### src/rtl/bdmc_pkg.sv
// shared types and constants for the button debounce and multi-click unit
package bdmc_pkg;

  localparam int unsigned CFG_ADDR_W = 4;
  localparam int unsigned CFG_DATA_W = 32;

  localparam int unsigned DEB_W   = 10;
  localparam int unsigned WIN_W   = 12;
  localparam int unsigned CLICK_W = 4;

  // register indexes
  typedef enum logic [1:0] {
    REG_DEBOUNCE = 2'd0,
    REG_WINDOW   = 2'd1,
    REG_TARGET   = 2'd2,
    REG_ENABLE   = 2'd3
  } reg_idx_t;

  localparam logic [DEB_W-1:0]   DEB_RESET    = DEB_W'(10);
  localparam logic [WIN_W-1:0]   WIN_RESET    = WIN_W'(500);
  localparam logic [CLICK_W-1:0] TARGET_RESET = CLICK_W'(2);

  // input item kind
  typedef enum logic {
    KIND_EDGE = 1'b0,
    KIND_TICK = 1'b1
  } kind_t;

  // remembered button level
  typedef enum logic [1:0] {
    LVL_RELEASED = 2'd0,
    LVL_PRESSED  = 2'd1,
    LVL_UNKNOWN  = 2'd2
  } level_t;

  typedef enum logic [1:0] {
    EV_NONE    = 2'd0,
    EV_PRESS   = 2'd1,
    EV_RELEASE = 2'd2,
    EV_MULTI   = 2'd3
  } event_t;

  typedef struct packed {
    logic [DEB_W-1:0]   debounce_ticks;
    logic [WIN_W-1:0]   window_ticks;
    logic [CLICK_W-1:0] click_target;
    logic               multi_click_enable;
  } cfg_t;

endpackage

### src/rtl/bdmc_if.sv
// valid/ready channel interfaces for input items and result items
interface bdmc_in_if;
  logic valid;
  logic ready;
  logic kind;
  logic level;

  modport source (output valid, output kind, output level, input ready);
  modport sink   (input valid, input kind, input level, output ready);
endinterface

interface bdmc_out_if;
  logic       valid;
  logic       ready;
  logic [1:0] event_res;
  logic       toggle_state;

  modport source (output valid, output event_res, output toggle_state, input ready);
  modport sink   (input valid, input event_res, input toggle_state, output ready);
endinterface

### src/rtl/bdmc_cfg_regs.sv
// apb-style configuration registers
module bdmc_cfg_regs (
  input  logic                           clk,
  input  logic                           rst_n,
  input  logic                           cfg_psel,
  input  logic                           cfg_penable,
  input  logic                           cfg_pwrite,
  input  logic [bdmc_pkg::CFG_ADDR_W-1:0] cfg_paddr,
  input  logic [bdmc_pkg::CFG_DATA_W-1:0] cfg_pwdata,
  output logic [bdmc_pkg::CFG_DATA_W-1:0] cfg_prdata,
  output logic                           cfg_pready,
  output bdmc_pkg::cfg_t                 cfg
);
  import bdmc_pkg::*;

  cfg_t     cfg_r;
  reg_idx_t idx;
  logic     wr_en;

  assign idx        = reg_idx_t'(cfg_paddr[3:2]);
  assign cfg_pready = 1'b1;
  assign wr_en      = cfg_psel && cfg_penable && cfg_pwrite;
  assign cfg        = cfg_r;

  always_ff @(posedge clk) begin
    if (!rst_n) begin
      cfg_r.debounce_ticks     <= DEB_RESET;
      cfg_r.window_ticks       <= WIN_RESET;
      cfg_r.click_target       <= TARGET_RESET;
      cfg_r.multi_click_enable <= 1'b0;
    end else if (wr_en) begin
      unique case (idx)
        REG_DEBOUNCE: cfg_r.debounce_ticks     <= cfg_pwdata[DEB_W-1:0];
        REG_WINDOW:   cfg_r.window_ticks       <= cfg_pwdata[WIN_W-1:0];
        REG_TARGET:   cfg_r.click_target       <= cfg_pwdata[CLICK_W-1:0];
        REG_ENABLE:   cfg_r.multi_click_enable <= cfg_pwdata[0];
        default: ;
      endcase
    end
  end

  always_comb begin
    unique case (idx)
      REG_DEBOUNCE: cfg_prdata = CFG_DATA_W'(cfg_r.debounce_ticks);
      REG_WINDOW:   cfg_prdata = CFG_DATA_W'(cfg_r.window_ticks);
      REG_TARGET:   cfg_prdata = CFG_DATA_W'(cfg_r.click_target);
      REG_ENABLE:   cfg_prdata = CFG_DATA_W'(cfg_r.multi_click_enable);
      default:      cfg_prdata = '0;
    endcase
  end

endmodule

### src/rtl/bdmc_core.sv
// debounce, click counting and window state with its single-pass update
module bdmc_core (
  input  logic              clk,
  input  logic              rst_n,
  input  bdmc_pkg::cfg_t    cfg,
  input  logic              step_en,
  input  logic              kind,
  input  logic              level,
  output bdmc_pkg::event_t  ev,
  output logic              toggle
);
  import bdmc_pkg::*;

  logic [DEB_W-1:0]   debounce_left_r, debounce_left_nxt;
  logic               settled_r, settled_nxt;
  logic [WIN_W-1:0]   window_left_r, window_left_nxt;
  logic               window_running_r, window_running_nxt;
  logic [CLICK_W-1:0] clicks_r, clicks_nxt;
  level_t             last_level_r, last_level_nxt;
  logic               toggle_r, toggle_nxt;

  logic [DEB_W-1:0] deb_len;
  logic [WIN_W-1:0] win_len;
  logic [WIN_W-1:0] win_dec;
  logic             click;

  // a zero length acts as one
  assign deb_len = (cfg.debounce_ticks == '0) ? DEB_W'(1) : cfg.debounce_ticks;
  assign win_len = (cfg.window_ticks == '0) ? WIN_W'(1) : cfg.window_ticks;
  assign win_dec = (window_left_r != '0) ? window_left_r - WIN_W'(1) : '0;
  assign click   = (last_level_r == LVL_PRESSED) && !level;

  always_comb begin
    debounce_left_nxt  = debounce_left_r;
    settled_nxt        = settled_r;
    window_left_nxt    = window_left_r;
    window_running_nxt = window_running_r;
    clicks_nxt         = clicks_r;
    last_level_nxt     = last_level_r;
    toggle_nxt         = toggle_r;
    ev                 = EV_NONE;
    unique case (kind_t'(kind))
      KIND_EDGE: begin
        debounce_left_nxt = deb_len;
        if (settled_r) begin
          last_level_nxt = level ? LVL_PRESSED : LVL_RELEASED;
          if (click) begin
            if (!window_running_r && cfg.multi_click_enable) begin
              window_left_nxt    = win_len;
              window_running_nxt = 1'b1;
            end
            if (clicks_r >= cfg.click_target) begin
              clicks_nxt = cfg.click_target;
            end else begin
              clicks_nxt = clicks_r + CLICK_W'(1);
            end
          end
          settled_nxt = 1'b0;
          ev          = level ? EV_PRESS : EV_RELEASE;
        end
      end
      KIND_TICK: begin
        if (debounce_left_r != '0) begin
          debounce_left_nxt = debounce_left_r - DEB_W'(1);
          if (debounce_left_r == DEB_W'(1)) begin
            settled_nxt = 1'b1;
          end
        end
        if (window_running_r) begin
          window_left_nxt = win_dec;
          if (win_dec == '0) begin
            if (clicks_r == cfg.click_target) begin
              ev         = EV_MULTI;
              toggle_nxt = !toggle_r;
            end
            clicks_nxt         = '0;
            window_running_nxt = 1'b0;
            last_level_nxt     = LVL_UNKNOWN;
          end
        end
      end
      default: ;
    endcase
  end

  assign toggle = toggle_nxt;

  always_ff @(posedge clk) begin
    if (!rst_n) begin
      debounce_left_r  <= '0;
      settled_r        <= 1'b1;
      window_left_r    <= '0;
      window_running_r <= 1'b0;
      clicks_r         <= '0;
      last_level_r     <= LVL_UNKNOWN;
      toggle_r         <= 1'b0;
    end else if (step_en) begin
      debounce_left_r  <= debounce_left_nxt;
      settled_r        <= settled_nxt;
      window_left_r    <= window_left_nxt;
      window_running_r <= window_running_nxt;
      clicks_r         <= clicks_nxt;
      last_level_r     <= last_level_nxt;
      toggle_r         <= toggle_nxt;
    end
  end

endmodule

### src/rtl/button_debounce_multi_click_unit.sv
// top level: input register, state update and result register
// path: an accepted item passes the input register, then the result register
// throughput: one item per cycle unless the output stalls; the state update is a single
// pass between the input register and the result register, so items follow back to back
// reset: synchronous active-low rst_n clears the valid flags of both pipeline registers,
// the state and the configuration registers to their defaults; no clearing pass
module button_debounce_multi_click_unit (
  input  logic                            clk,
  input  logic                            rst_n,
  bdmc_in_if.sink                         in_ch,
  bdmc_out_if.source                      out_ch,
  input  logic                            cfg_psel,
  input  logic                            cfg_penable,
  input  logic                            cfg_pwrite,
  input  logic [bdmc_pkg::CFG_ADDR_W-1:0] cfg_paddr,
  input  logic [bdmc_pkg::CFG_DATA_W-1:0] cfg_pwdata,
  output logic [bdmc_pkg::CFG_DATA_W-1:0] cfg_prdata,
  output logic                            cfg_pready
);
  import bdmc_pkg::*;

  cfg_t   cfg;
  event_t ev;
  logic   toggle;

  logic   in_valid_r;
  logic   in_kind_r;
  logic   in_level_r;
  logic   out_valid_r;
  event_t out_event_r;
  logic   out_toggle_r;
  logic   adv;
  logic   in_take;

  bdmc_cfg_regs u_cfg (
    .clk         (clk),
    .rst_n       (rst_n),
    .cfg_psel    (cfg_psel),
    .cfg_penable (cfg_penable),
    .cfg_pwrite  (cfg_pwrite),
    .cfg_paddr   (cfg_paddr),
    .cfg_pwdata  (cfg_pwdata),
    .cfg_prdata  (cfg_prdata),
    .cfg_pready  (cfg_pready),
    .cfg         (cfg)
  );

  bdmc_core u_core (
    .clk     (clk),
    .rst_n   (rst_n),
    .cfg     (cfg),
    .step_en (adv),
    .kind    (in_kind_r),
    .level   (in_level_r),
    .ev      (ev),
    .toggle  (toggle)
  );

  // the held item moves on when the result register is free or being emptied
  assign adv         = in_valid_r && (!out_valid_r || out_ch.ready);
  assign in_ch.ready = !in_valid_r || adv;
  assign in_take     = in_ch.valid && in_ch.ready;

  always_ff @(posedge clk) begin
    if (!rst_n) begin
      in_valid_r <= 1'b0;
    end else if (in_take) begin
      in_valid_r <= 1'b1;
    end else if (adv) begin
      in_valid_r <= 1'b0;
    end
  end

  always_ff @(posedge clk) begin
    if (in_take) begin
      in_kind_r  <= in_ch.kind;
      in_level_r <= in_ch.level;
    end
  end

  always_ff @(posedge clk) begin
    if (!rst_n) begin
      out_valid_r <= 1'b0;
    end else if (adv) begin
      out_valid_r <= 1'b1;
    end else if (out_ch.ready) begin
      out_valid_r <= 1'b0;
    end
  end

  always_ff @(posedge clk) begin
    if (adv) begin
      out_event_r  <= ev;
      out_toggle_r <= toggle;
    end
  end

  assign out_ch.valid        = out_valid_r;
  assign out_ch.event_res    = out_event_r;
  assign out_ch.toggle_state = out_toggle_r;

endmodule

### src/flat_wrapper.sv
// flat-port wrapper written by rule: the top's interface ports become plain ports
module button_debounce_multi_click_unit_flat import bdmc_pkg::*;
  (clk, rst_n, cfg_psel, cfg_penable, cfg_pwrite, cfg_paddr, cfg_pwdata, cfg_prdata, cfg_pready, in_ch_valid, in_ch_kind, in_ch_level, in_ch_ready, out_ch_valid, out_ch_event_res, out_ch_toggle_state, out_ch_ready);
  bdmc_in_if in_ch_i ();
  bdmc_out_if out_ch_i ();
  input  logic clk;
  input  logic rst_n;
  input  logic cfg_psel;
  input  logic cfg_penable;
  input  logic cfg_pwrite;
  input  logic [bdmc_pkg::CFG_ADDR_W-1:0] cfg_paddr;
  input  logic [bdmc_pkg::CFG_DATA_W-1:0] cfg_pwdata;
  output logic [bdmc_pkg::CFG_DATA_W-1:0] cfg_prdata;
  output logic cfg_pready;
  input wire logic [$bits(in_ch_i.valid)-1:0] in_ch_valid;
  input wire logic [$bits(in_ch_i.kind)-1:0] in_ch_kind;
  input wire logic [$bits(in_ch_i.level)-1:0] in_ch_level;
  output wire logic [$bits(in_ch_i.ready)-1:0] in_ch_ready;
  output wire logic [$bits(out_ch_i.valid)-1:0] out_ch_valid;
  output wire logic [$bits(out_ch_i.event_res)-1:0] out_ch_event_res;
  output wire logic [$bits(out_ch_i.toggle_state)-1:0] out_ch_toggle_state;
  input wire logic [$bits(out_ch_i.ready)-1:0] out_ch_ready;
  assign in_ch_i.valid = in_ch_valid;
  assign in_ch_i.kind = in_ch_kind;
  assign in_ch_i.level = in_ch_level;
  assign in_ch_ready = in_ch_i.ready;
  assign out_ch_valid = out_ch_i.valid;
  assign out_ch_event_res = out_ch_i.event_res;
  assign out_ch_toggle_state = out_ch_i.toggle_state;
  assign out_ch_i.ready = out_ch_ready;
  button_debounce_multi_click_unit u_core (.clk(clk), .rst_n(rst_n), .in_ch(in_ch_i), .out_ch(out_ch_i), .cfg_psel(cfg_psel), .cfg_penable(cfg_penable), .cfg_pwrite(cfg_pwrite), .cfg_paddr(cfg_paddr), .cfg_pwdata(cfg_pwdata), .cfg_prdata(cfg_prdata), .cfg_pready(cfg_pready));
endmodule
### config.mk
export PLATFORM = sky130hd
export DESIGN_NAME = button_debounce_multi_click_unit_flat
export DESIGN_NICKNAME = d
export VERILOG_FILES = /design/src/rtl/bdmc_pkg.sv /design/src/rtl/bdmc_if.sv /design/src/rtl/bdmc_cfg_regs.sv /design/src/rtl/bdmc_core.sv /design/src/rtl/button_debounce_multi_click_unit.sv /design/src/flat_wrapper.sv
export SDC_FILE = /design/constraint.sdc
export NUM_CORES = 1
export LEC_CHECK = 0
export ABC_AREA = 1
export ABC_CLOCK_PERIOD_IN_PS = 2000
export BUFFER_PORTS_ARGS = -buffer_cell sky130_fd_sc_hd__buf_2
export CAP_MARGIN = 30
export CORE_MARGIN = 2
export CORE_UTILIZATION = 40
export CTS_BUF_LIST = sky130_fd_sc_hd__clkbuf_2 sky130_fd_sc_hd__clkbuf_4 sky130_fd_sc_hd__clkbuf_8
export DETAILED_ROUTE_END_ITERATION = 8
export PLACE_DENSITY = 0.75
export SLEW_MARGIN = 10
export SYNTH_ARGS = -nofsm -noshare
export SYNTH_HDL_FRONTEND = slang
export SYNTH_SLANG_ARGS = --single-unit
### constraint.sdc
create_clock -name clk -period 2 [get_ports clk]
set_clock_uncertainty 0.1 [all_clocks]
set_input_delay 0.2 -clock clk [delete_from_list [all_inputs] [get_ports clk]]
set_output_delay 0.2 -clock clk [all_outputs]
set_load 0.03 [all_outputs]
=== After elaboration in Yosys (flattened, before gate mapping) ===
Cells that the tools add are included.

* Add/sub/neg operators: 3
* Magnitude comparators: 1
* Equality and inequality tests: 13
* Mux-type cells: 45
* Bitwise logic cells: 1
* Reductions and logical operators: 31

{| class="wikitable"
|+ Operators by type and width
! kind !! number
|-
| $pmux W32 S4 || 1
|-
| $mux W12 || 6
|-
| $logic_not A12 Y1 || 2
|-
| $pmux W12 S2 || 1
|-
| $mux W10 || 2
|-
| $mux W4 || 5
|-
| $pmux W10 S2 || 1
|-
| $mux W1 || 16
|-
| $mux W2 || 8
|-
| $ne A2 B2 Y1 const B || 7
|-
| $reduce_bool A12 Y1 || 1
|-
| $sub A12 B1 Y12 const B || 1
|-
| $eq A10 B1 Y1 const B || 1
|-
| $logic_not A10 Y1 || 1
|-
| $reduce_and A2 Y1 || 5
|-
| $reduce_and A5 Y1 || 2
|-
| $reduce_bool A10 Y1 || 1
|-
| $sub A10 B1 Y10 const B || 1
|-
| $pmux W2 S2 || 2
|-
| $pmux W4 S2 || 1
|-
| $reduce_and A4 Y1 || 2
|-
| $logic_and A1 B1 Y1 || 6
|-
| $logic_not A1 Y1 || 5
|-
| $add A4 B1 Y4 const B || 1
|-
| other kinds (10) || 15
|}

* Bits in registers: 65
* Input bits: 45
* Output and inout bits: 38
* Logic and storage cells: 111

=== Longest topological paths before layout ===
Gate-level depths: netlist of run 1.

* Depth after elaboration: 6
* Mapped depth: 15
* Mapped depth without buffers: 15

=== Cells and area by module ===
From an unflattened synthesis of run 1, not the netlist that was laid out.

* Cells, all modules: 582
* Area total of the unflattened synthesis: 3951.3 µm²

{| class="wikitable"
|+ Modules (own cells, without submodules)
! module !! times used !! cells each !! area each (µm²) !! sequential area each (µm²)
|-
| bdmc_core || 1 || 349 || 2262.2 || 620.6
|-
| bdmc_cfg_regs || 1 || 215 || 1443.9 || 540.5
|-
| button_debounce_multi_click_unit || 1 || 18 || 245.2 || 190.2
|}

=== Worst setup path after synthesis of run 1 ===
OpenSTA, ideal clock, no wires.

* Path type: register -> register
* From: reg u_core.u_core.window_left_r[0]
* To: reg u_core.out_toggle_r, in the netlist u_core.out_ch.toggle_state, data pin
* Library setup time: 252 ps
* Arrival: 1613 ps
* Data required time: 1648 ps
* Path slack: 35 ps
* Stages on the path, launching flop included: 15
* Path buffers: 1
* Period minus slack after synthesis: 1965 ps
* Path through: dfxtp_1 -> inv_2 -> ha_1 -> nand2_2 -> nor2_4 -> nand2_4 -> buf_6 -> o21ai_2 -> nand2_2 -> nor2_4 -> inv_2 -> nor2_4 -> nand4_1 -> nand2_1 -> inv_1

* Cells in the longest elaborated chain, start to end: 6
* Elaborated cells between the ends (all ways): 7
* Those cells by class: 1 x add/sub; 4 x mux; 2 x reduce/logical

{| class="wikitable"
|+ RTL lines
! element !! line !! source
|-
| start: declaration || bdmc_core.sv:16 || <nowiki>logic [WIN_W-1:0] window_left_r, window_left_nxt;</nowiki>
|-
| start signal: assignment || bdmc_core.sv:100 || <nowiki>window_left_r <= window_left_nxt;</nowiki>
|-
| $sub A12 B1 Y12 or $reduce_bool A12 Y1 (tied branches) || bdmc_core.sv:30 || <nowiki>assign win_dec = (window_left_r != '0) ? window_left_r - WIN_W'(1) : '0;</nowiki>
|-
| $mux W12 (*) || bdmc_core.sv:30 ||
|-
| $logic_not A12 Y1 (*) || bdmc_core.sv:71 || <nowiki>if (win_dec == '0) begin</nowiki>
|-
| $mux W1 (*) || bdmc_core.sv:71 ||
|-
| $mux W1 (*) || bdmc_core.sv:69 || <nowiki>if (window_running_r) begin</nowiki>
|-
| $mux W1 (*) || bdmc_core.sv:42 || <nowiki>unique case (kind_t'(kind))</nowiki>
|-
| net u_core.toggle || button_debounce_multi_click_unit.sv:24 || <nowiki>logic toggle;</nowiki>
|-
| end signal: assignment || button_debounce_multi_click_unit.sv:94 || <nowiki>out_toggle_r <= toggle;</nowiki>
|-
| end: declaration || button_debounce_multi_click_unit.sv:31 || <nowiki>logic out_toggle_r;</nowiki>
|}

The timed path passes the listed nets; every way through them passes the cells marked *.
A chain may end at the register's enable or synchronous reset.

=== Worst setup path after layout of run 1 ===
* From: reg u_core.u_core.window_left_r[1]
* To: reg u_core.out_toggle_r, in the netlist u_core.out_ch.toggle_state, data pin

The elaborated chain is that of the path after synthesis.

==> results of run 1 <==
==> worst max-delay path, cell delays in order (launching register included) <==
cell and delay [ns]:
dfxtp_2 0.33, inv_2 0.06, ha_4 0.14, nand2_4 0.06, nor2_4 0.24, nand2_4 0.14, nand2_1 0.11, nor2_2 0.06
nor2_4 0.18, buf_4 0.15, nand4_1 0.10, nand2_2 0.11, inv_1 0.04
==> worst paths after layout <==
| kind | end | slack (ns) | depth (start not counted) |
|---|---|---|---|
| max reg2reg | u_core.out_ch.toggle_state | -0.07 | 12 |
| max | u_core.out_ch.toggle_state | -0.07 | 12 |
| min | u_core.u_cfg.cfg[13] | 0.02 | 3 |
| min reg2reg | u_core.u_core.last_level_r[0] | 0.36 | 2 |
==> timing repair <==
| item | CTS | global route |
|---|---|---|
| buffers inserted | 2 | 11 |
| resized for setup | 19 | 54 |
| pin swaps | 6 | 20 |
| endpoints found under the setup margin | 15 | 24 |
| hold buffers | 6 | 0 |
| hold endpoints to repair | 6 | 0 |
| gates cloned | 1 | 0 |
==> logic make-up (layout without fill, tap and decap cells) <==
logic type               after synthesis  after routing  synth area share [%]
XOR/XNOR                               6              6                  1.40
adder cells (fa/ha/maj)                8              8                  2.66
buffers and inverters                113            178                  13.6
AND/OR/NAND/NOR                      205            206                  25.7
AO/OA/AOI/OAI                        133            133                  20.5
flip-flops                            65             65                  35.9
other                                  2             21                 0.199
==> state kept, by name, indices dropped and copies added, names as in the netlist <==
name                            flops
u_core.u_cfg.cfg                   27
u_core.u_core.window_left_r        12
u_core.u_core.debounce_left_r      10
u_core.u_core.clicks_r              4
u_core.out_ch.event_res             2
u_core.u_core.last_level_r          2
u_core.in_kind_r                    1
u_core.in_level_r                   1
u_core.in_valid_r                   1
u_core.out_ch.toggle_state          1
u_core.out_ch.valid                 1
u_core.u_core.settled_r             1
u_core.u_core.toggle_r              1
u_core.u_core.window_running_r      1
==> area by class of cell <==
type	instances	area, µm²
clock buffers	11	139
clock inverters	5	56.3
fillers	822	4390
inverters	72	277
multi-input cells	374	2230
flip-flops and latches	65	1360
well taps	111	139
repair buffers	90	609
==> placed cells by master, fill, tap and decap left out, drive strengths merged <==
cell	n
a211oi	2
a21oi	54
a221oi	9
a31oi	3
buf	84
bufinv	1
clkbuf	11
clkinv	4
clkinvlp	2
conb	21
dfxtp	60
dlygate4sd3	6
edfxtp	5
ha	8
inv	70
nand2	95
nand3	32
nand4	14
nor2	50
nor3	9
nor4	5
o211ai	8
o21ai	48
o221ai	2
o22ai	5
o31ai	2
or2	1
xnor2	1
xor2	5
==> through the flow <==
| step | instances | worst slack, ns | util [%] |
|---|---|---|---|
| after CTS | 717 | -0.0291 | 49.3 |
| final | 728 | -0.0723 | 52.3 |
| after detailed placement | 692 | -0.101 | 45.5 |
| after global placement | 692 | -0.0523 | 45.5 |
| after floorplan | 551 | 0.0347 | - |
| after global routing | 728 | -0.138 | 52.3 |
==> power by group through the flow <==
| stage | combinational (µW) | clock (µW) | sequential, µW |
|---|---|---|---|
| 2_1_floorplan | 582 | 0 | 1430 |
| 3_3_place_gp | 761 | 0 | 1430 |
| 3_5_place_dp | 776 | 0 | 1430 |
| 4_1_cts | 838 | 1140 | 1400 |
| 5_1_grt | 1070 | 1180 | 1420 |
| 6_report | 994 | 1120 | 1410 |
==> routing by layer <==
layer / vias to the layer above / global-route usage (%) / part of all wire [%]
met3: 23 / 3.54 / 6.6
met4: 0 / 7.59 / 2.5
met5: - / 0 / 0
met1: 1817 / 25.8 / 43
li1: 1913 / - / -
met2: 171 / 33.7 / 48
==> out/qor.csv, run 1 <==
stage;metric;value;unit
floorplanning;core outline area;0.00920;mm²
sta;setup TNS;-0.152;ns
sta;Hold Slack;0.0160;ns
floorplanning;initial core utilization;40.9;%
sta;min Tclk post-route;2.07;ns
status;failing checks;setup timing;
clocking;clock sink count;65;
power_and_ir_drop;switching pwr;1180;µW
route;average wire per standard cell;14.6;µm
cells_and_area;n_diodes;0;
clocking;H-tree lvl count;3;
synthesis;ys flop type;dfxtp_1;
synthesis;cell with the most instances after synthesis;nand2_1;
synthesis;Mapped Cells;532;
floorplanning;Die Span Y;101;µm
route;DRT antenna net count;0;
clocking;Clk Latency, worst-skew pair;0.34;ns
power_and_ir_drop;part of the power in registers;40.1;%
critical_path;Setup crit start kind;flip-flop;
route;vias per std cell;5.39;
synthesis;post-synth top area cell;dfxtp_1;
critical_path;worst r2r src;u_core.u_core.window_left_r[1];
synthesis;synthesized area;0.00376;mm²
synthesis;Synth top area share;31.9;%
status;status;finished, violations left;
sta;final setup margin;-0.0723;ns
power_and_ir_drop;Pwr Total;3520;µW
synthesis;EDFF count, synth;5;
min_path;hold_sp;cfg_pwdata[8];
sta;setup violators final;5;
synthesis;Synth cell types;40;
sta;Final Hold Vio Count;0;
synthesis;Seq/Total Area, Yosys;35.9;%
clocking;CTS buffer count;9;
global_route;total congestion overflow;0;
power_and_ir_drop;Power per Cell Area;732;mW/mm²
floorplanning;# rows;35;
placed_design;PortBufs;39;
clocking;clock slew at reported path FFs;0.08;ns
critical_path;Crit. Startpoint;u_core.u_core.window_left_r[1];
power_and_ir_drop;Peak VDD IR;412;µV
synthesis;asr flop ratio synth;0;%
critical_path;worst path arrival time;2.07;ns
synthesis;largest cells by area after synthesis;dfxtp_1, nand2_1, a21oi_1;
route;initial DRC count;422;
global_route;vias in the first global route;3565;
clocking;Root Buffer;clkbuf_8;
sta;fmax;0.483;GHz
route;vias;3924;
floorplanning;die area;0.0102;mm²
floorplanning;die width;101;µm
job;max-cap viol count;0;
power_and_ir_drop;Comb power frac;28.2;%
synthesis;Synth warnings;0;
floorplanning;I/O Pins;83;
placed_design;placed cell areas;0.00418;mm²
sta;period utilization;104;%
sta;RSZ-0062 raised after global routing;yes;
global_route;Total GRT Usage;20.1;%
critical_path;CP endpoint kind;flip-flop;
power_and_ir_drop;Sw Share;33.5;%
synthesis;flops & latches, synth;65;
critical_path;crit path kind;flip-flop to flip-flop;
cells_and_area;Finished Cell Area;0.00481;mm²
cells_and_area;synthesis-to-layout area growth;27.8;%
sta;Slew HR;65.8;%
min_path;Hold Crit Class;input port to flip-flop;
cells_and_area;share of layout cells above drive strength 1;27.9;%
cells_and_area;Layout Nets;665;
synthesis;Commonest cells post-synth;nand2_1, inv_1, dfxtp_1;
critical_path;required time of the critical path;2.00;ns
route;TritonRoute pass-1 iters;5;
clocking;CTS max path bufs;2;
placed_design;DP HPWL;7030;µm
sta;final slew viol count;0;
global_route;first-pass GRT wire length;16500;µm
global_route;largest net degree at the start of global routing;38;
global_route;initial antenna violation count;0;
power_and_ir_drop;Internal;2340;µW
synthesis;Synth Area per Inst;7.08;µm²
critical_path;critical-path maximum fanout;6;
power_and_ir_drop;P_leak;0.00209;µW
route;Residual DRC;0;
route;Routed WL;10600;µm
power_and_ir_drop;Clk pwr share;31.7;%
clocking;CTS tree;yes;
sta;worst slew pin tran;0.511;ns
placed_design;routability congestion estimate;0.903;
Power figures use the tool's default switching activity.
==> run 2, diff against run 1 <==
- MAX_ROUTING_LAYER: unset -> met4
==> run 2 against run 1 <==
Net effect: the flow still finishes with violations (setup timing); clock-buffer cell count is 1 lower; via count is 0.84% higher; sequential power is essentially flat; largest power group unchanged; critical path type unchanged; sequential share of layout area grew 0.38 points.
==> out/qor.csv, run 2 (synthesized netlist as in run 1, its figures left out) <==
stage;metric;value;unit
clocking;CTS max path bufs;2;
floorplanning;core outline area;0.00920;mm²
power_and_ir_drop;P_leak;0.00208;µW
placed_design;PortBufs;39;
floorplanning;die area;0.0102;mm²
power_and_ir_drop;Peak VDD IR;432;µV
critical_path;worst path arrival time;2.05;ns
critical_path;critical-path maximum fanout;7;
sta;RSZ-0062 raised after global routing;yes;
critical_path;Setup crit start kind;flip-flop;
clocking;CTS tree;yes;
cells_and_area;max reg flops;27;
status;failing checks;setup timing;
floorplanning;initial core utilization;40.9;%
cells_and_area;fillers;834;
sta;Final Hold Vio Count;0;
clocking;CTS buffer count;9;
clocking;Root Buffer;clkbuf_8;
global_route;Total GRT Usage;20.6;%
cells_and_area;n_diodes;0;
cells_and_area;leading cell type in the layout, fill and taps excluded;nand2_1;
sta;setup TNS;-0.178;ns
placed_design;routability congestion estimate;0.920;
critical_path;CP endpoint kind;flip-flop;
power_and_ir_drop;Power per Cell Area;735;mW/mm²
global_route;vias in the first global route;3709;
route;vias;3957;
cells_and_area;most frequent cells in the layout;nand2_1, inv_1, dfxtp_1;
sta;period utilization;102;%
placed_design;dpl cells;695;
global_route;initial antenna violation count;0;
critical_path;crit path kind;flip-flop to flip-flop;
route;Residual DRC;0;
sta;final slew viol count;0;
clocking;clock sink count;65;
route;DRT antenna net count;0;
sta;setup violators final;7;
route;Routed WL;10400;µm
clocking;Clk Latency, worst-skew pair;0.35;ns
critical_path;r2r worst-path depth;13;
floorplanning;I/O Pins;83;
placed_design;DP HPWL;7100;µm
route;initial DRC count;336;
job;max-cap viol count;0;
cells_and_area;share of layout cells above drive strength 1;26.8;%
power_and_ir_drop;Pwr Total;3470;µW
clocking;clock slew at reported path FFs;0.07;ns
floorplanning;# rows;35;
min_path;Hold Crit Class;input port to flip-flop;
sta;fmax;0.489;GHz
global_route;first-pass GRT wire length;16500;µm
cells_and_area;final core occ;51.4;%
sta;min Tclk post-route;2.04;ns
critical_path;required time of the critical path;2.01;ns
global_route;largest net degree at the start of global routing;38;
floorplanning;Die Span Y;101;µm
sta;final setup margin;-0.0432;ns
floorplanning;die width;101;µm
min_path;hold depth;3;
route;vias per std cell;5.42;
cells_and_area;Layout Nets;667;
placed_design;placed cell areas;0.00420;mm²
clocking;H-tree lvl count;3;
route;average wire per standard cell;14.2;µm
cells_and_area;synthesis-to-layout area growth;25.6;%
route;TritonRoute pass-1 iters;5;
cells_and_area;non-filler cells, final;730;
status;status;finished, violations left;
cells_and_area;Finished Cell Area;0.00473;mm²
global_route;total congestion overflow;0;
==> run 2: changes by cell type in the layout (fill, tap and decap cells not counted), sizes merged <==
cell         delta
clkinvlp        +1
clkbuf          -1
buf             +3
dlygate4sd3     -1
==> run 2: per-layer routing <==
layer | share of wire, % | routed length, µm | track usage, % | up-vias
met5 | 0 | 0 | - | -
met4 | 2.3 | 236 | 9.36 | 0
met3 | 5.1 | 529 | 2.08 | 22
met2 | 47 | 4920 | 33.4 | 149
met1 | 45 | 4690 | 26.1 | 1867
li1 | - | - | - | 1919
==> run 2: final timing paths <==
check	start	endpoint	slack [ns]
setup reg to reg	u_core.u_core.window_left_r[1]	u_core.out_ch.toggle_state	-0.04
hold / removal	cfg_pwdata[6]	u_core.u_cfg.cfg[11]	0.005
hold reg to reg	u_core.u_core.last_level_r[0]	u_core.u_core.last_level_r[0]	0.39
setup / recovery	u_core.u_core.window_left_r[1]	u_core.out_ch.toggle_state	-0.04
==> run 2: area by class of cell <==
type | count | area, µm² | area share [%]
well taps | 111 | 139 | 2.94
clock buffers | 10 | 131 | 2.78
inverters | 72 | 274 | 5.79
clock inverters | 6 | 60.1 | 1.27
flip-flops and latches | 65 | 1360 | 28.7
multi-input cells | 374 | 2130 | 45.1
repair buffers | 92 | 634 | 13.4
==> run 2: timing repair <==
| item | in CTS | in global routing |
|---|---|---|
| hold buffers | 5 | 0 |
| setup buffers | 5 | 8 |
| setup endpoints to repair | 9 | 23 |
| gates cloned | 1 | 0 |
| pin swaps | 15 | 8 |
| resized for setup | 23 | 26 |
| hold endpoints to repair | 5 | 0 |
==> run 2: per-stage QoR <==
step / setup WS, ns / hold slack, ns
after global routing: -0.182 / 0.0315
after CTS: -0.000529 / 0.0123
final: -0.0432 / 0.00497
after floorplan: 0.0347 / 0.199
after global placement: -0.0538 / 0.280
after detailed placement: -0.108 / 0.279
==> run 2: report_power, final <==
group | switching (µW) | internal (µW)
clock network | 530 | 583
registers | 44.2 | 1360
logic | 588 | 370
==> run 2: critical path, cell delays in order, from the launching register on <==
cell     delay, ns
dfxtp_2       0.33
inv_2         0.07
ha_4          0.15
nand2_4       0.06
nor2_4        0.22
nand2_4       0.14
nand3_2       0.10
nand2_2       0.07
nor2_4        0.11
inv_2         0.05
nor2_4        0.14
nand4_1       0.13
nand2_2       0.10
inv_1         0.04
==> run 3, diff against run 2 <==
- ABC_CLOCK_PERIOD_IN_PS: 2000 -> 1790
- clock period: 2 -> 1.79 ns (I/O delays scaled with it)
==> run 3 against run 2 <==
Net effect: the flow finishes with violations (hold timing, setup timing); critical path depth rose by 1; highest routed layer unchanged; final area grew 10%; largest cell class unchanged; setup slack worse by 0.18 ns.
==> out/qor.csv, run 3 (synthesized netlist as in run 1, its figures left out) <==
stage;metric;value;unit
clocking;CTS buffer count;9;
critical_path;cell breakdown of the critical path;nor2_4 > nand2_2 > nor2_4 > nand2_4 > buf_4 > nand2_2 > nor2_2 > nor2_2 > nand3_2 > nand2_4 > nand3_4 > nand2_1 > inv_1 > nor2_1;
critical_path;crit path max-delay cell type;dfxtp_2;
critical_path;Slowest Stage Delay on Critical Path;0.35;ns
floorplanning;die width;101;µm
floorplanning;Die Span Y;101;µm
critical_path;CP endpoint kind;flip-flop;
global_route;initial antenna violation count;0;
sta;Final Hold Vio Count;1;
cells_and_area;synthesis-to-layout area growth;38.3;%
floorplanning;die area;0.0102;mm²
sta;setup violators final;23;
route;Residual DRC;0;
placed_design;routability congestion estimate;0.932;
critical_path;Crit. Startpoint;u_core.u_core.window_left_r[5];
floorplanning;I/O Pins;83;
critical_path;r2r setup slk;-0.22;ns
clocking;Root Buffer;clkbuf_8;
global_route;vias in the first global route;3948;
global_route;total congestion overflow;0;
route;vias;4224;
clocking;CTS max path bufs;2;
critical_path;total stage count of the critical path;14;
status;status;finished, violations left;
critical_path;r2r worst-path depth;14;
critical_path;worst path arrival time;2.20;ns
clocking;clock slew at reported path FFs;0.08;ns
placed_design;placed cell areas;0.00443;mm²
cells_and_area;share of layout cells above drive strength 1;34.7;%
route;Routed WL;11500;µm
status;failing checks;hold timing, setup timing;
clocking;H-tree lvl count;3;
min_path;Hold Crit Class;input port to flip-flop;
critical_path;reg-to-reg critical path endpoint;u_core.u_core.clicks_r[3];
sta;period utilization;112;%
floorplanning;initial core utilization;40.9;%
sta;RSZ-0062 raised after global routing;yes;
cells_and_area;Layout Nets;712;
sta;final setup margin;-0.222;ns
cells_and_area;max reg flops;27;
placed_design;worst slack, placed;-0.215;ns
cells_and_area;most frequent cells in the layout;buf_4, nand2_1, inv_1;
critical_path;crit-path leading delay family;simple AND/OR/NAND/NOR gates;
sta;fmax;0.497;GHz
clocking;CTS tree;yes;
cells_and_area;fillers;776;
critical_path;critical path capture point;u_core.u_core.clicks_r[3];
critical_path;required time of the critical path;1.97;ns
floorplanning;core outline area;0.00920;mm²
route;vias per std cell;5.46;
sta;setup TNS;-2.83;ns
route;initial DRC count;356;
cells_and_area;n_diodes;0;
route;DRT antenna net count;0;
placed_design;PortBufs;39;
sta;Hold Slack;-0.000533;ns
sta;final slew viol count;0;
clocking;Clk Latency, worst-skew pair;0.35;ns
cells_and_area;leading cell type in the layout, fill and taps excluded;buf_4;
critical_path;Worst Path Buf+Inv;2;
placed_design;DP HPWL;7500;µm
critical_path;worst r2r src;u_core.u_core.window_left_r[5];
critical_path;critical-path maximum fanout;8;
global_route;first-pass GRT wire length;18100;µm
route;average wire per standard cell;14.9;µm
floorplanning;# rows;35;
clocking;clock sink count;65;
global_route;largest net degree at the start of global routing;38;
job;max-cap viol count;0;
sta;min Tclk post-route;2.01;ns
power_and_ir_drop;P_leak;0.00232;µW
power_and_ir_drop;Power per Cell Area;797;mW/mm²
power_and_ir_drop;Peak VDD IR;495;µV
cells_and_area;Finished Cell Area;0.00520;mm²
critical_path;crit path kind;flip-flop to flip-flop;
global_route;Total GRT Usage;22.6;%
critical_path;Setup crit start kind;flip-flop;
route;TritonRoute pass-1 iters;6;
## run 3: per-stage QoR
| stage | power (µW) | std cells | util (%) |
|---|---|---|---|
| 3_3_place_gp | 2510 | 721 | 48.1 |
| 3_5_place_dp | 2530 | 721 | 48.1 |
| 6_report | 4150 | 774 | 56.6 |
| 2_1_floorplan | 2250 | 551 | - |
| 4_1_cts | 4000 | 764 | 54.5 |
| 5_1_grt | 4320 | 774 | 56.6 |
## run 3: routing by layer
metal / up-vias / global-route usage (%) / share of wire [%]
met5: - / - / 0
met3: 48 / 3.12 / 5.4
li1: 1995 / - / -
met4: 0 / 9.15 / 3.2
met2: 172 / 38.6 / 49
met1: 2009 / 26.9 / 43
## run 3: how the worst min path moves through the flow
| stage | startpoint | to | cells after the start |
|---|---|---|---|
| 6_report | in_ch_valid | u_core.in_valid_r | 3 |
| 5_1_grt | out_ch_ready | u_core.out_ch.valid | 4 |
| 4_1_cts | in_ch_valid | u_core.in_valid_r | 3 |
| 3_5_place_dp | in_ch_kind | u_core.in_kind_r | 1 |
| 3_3_place_gp | in_ch_level | u_core.in_level_r | 1 |
| 2_1_floorplan | in_ch_kind | u_core.in_kind_r | 0 |
## run 3: worst reg2reg max path: cells and delay by family, from the launching register on
kind,cells,cell delay (ns)
simple gates,12,1.31
flops,1,0.35
buf+inv,2,0.18
## run 3: final cells by class
class	count	area, µm²	area share [%]
repair buffers	138	1010	19.4
well taps	111	139	2.67
multi-input cells	373	2230	42.8
clock buffers	12	153	2.93
flip-flops and latches	65	1360	26.1
clock inverters	3	42.5	0.817
inverters	72	275	5.29
## run 3: power breakdown
group | switching [µW] | internal, µW | total (µW)
registers | 51.8 | 1520 | 1570
logic | 743 | 562 | 1310
clock network | 568 | 703 | 1270
## run 3: what timing repair did
action,4_1_cts,5_1_grt
cloned,1,0
endpoints found under the setup margin,24,35
resized for setup,48,44
pin swaps,28,26
hold endpoints to repair,10,0
hold buffers,10,0
buffers inserted,17,10
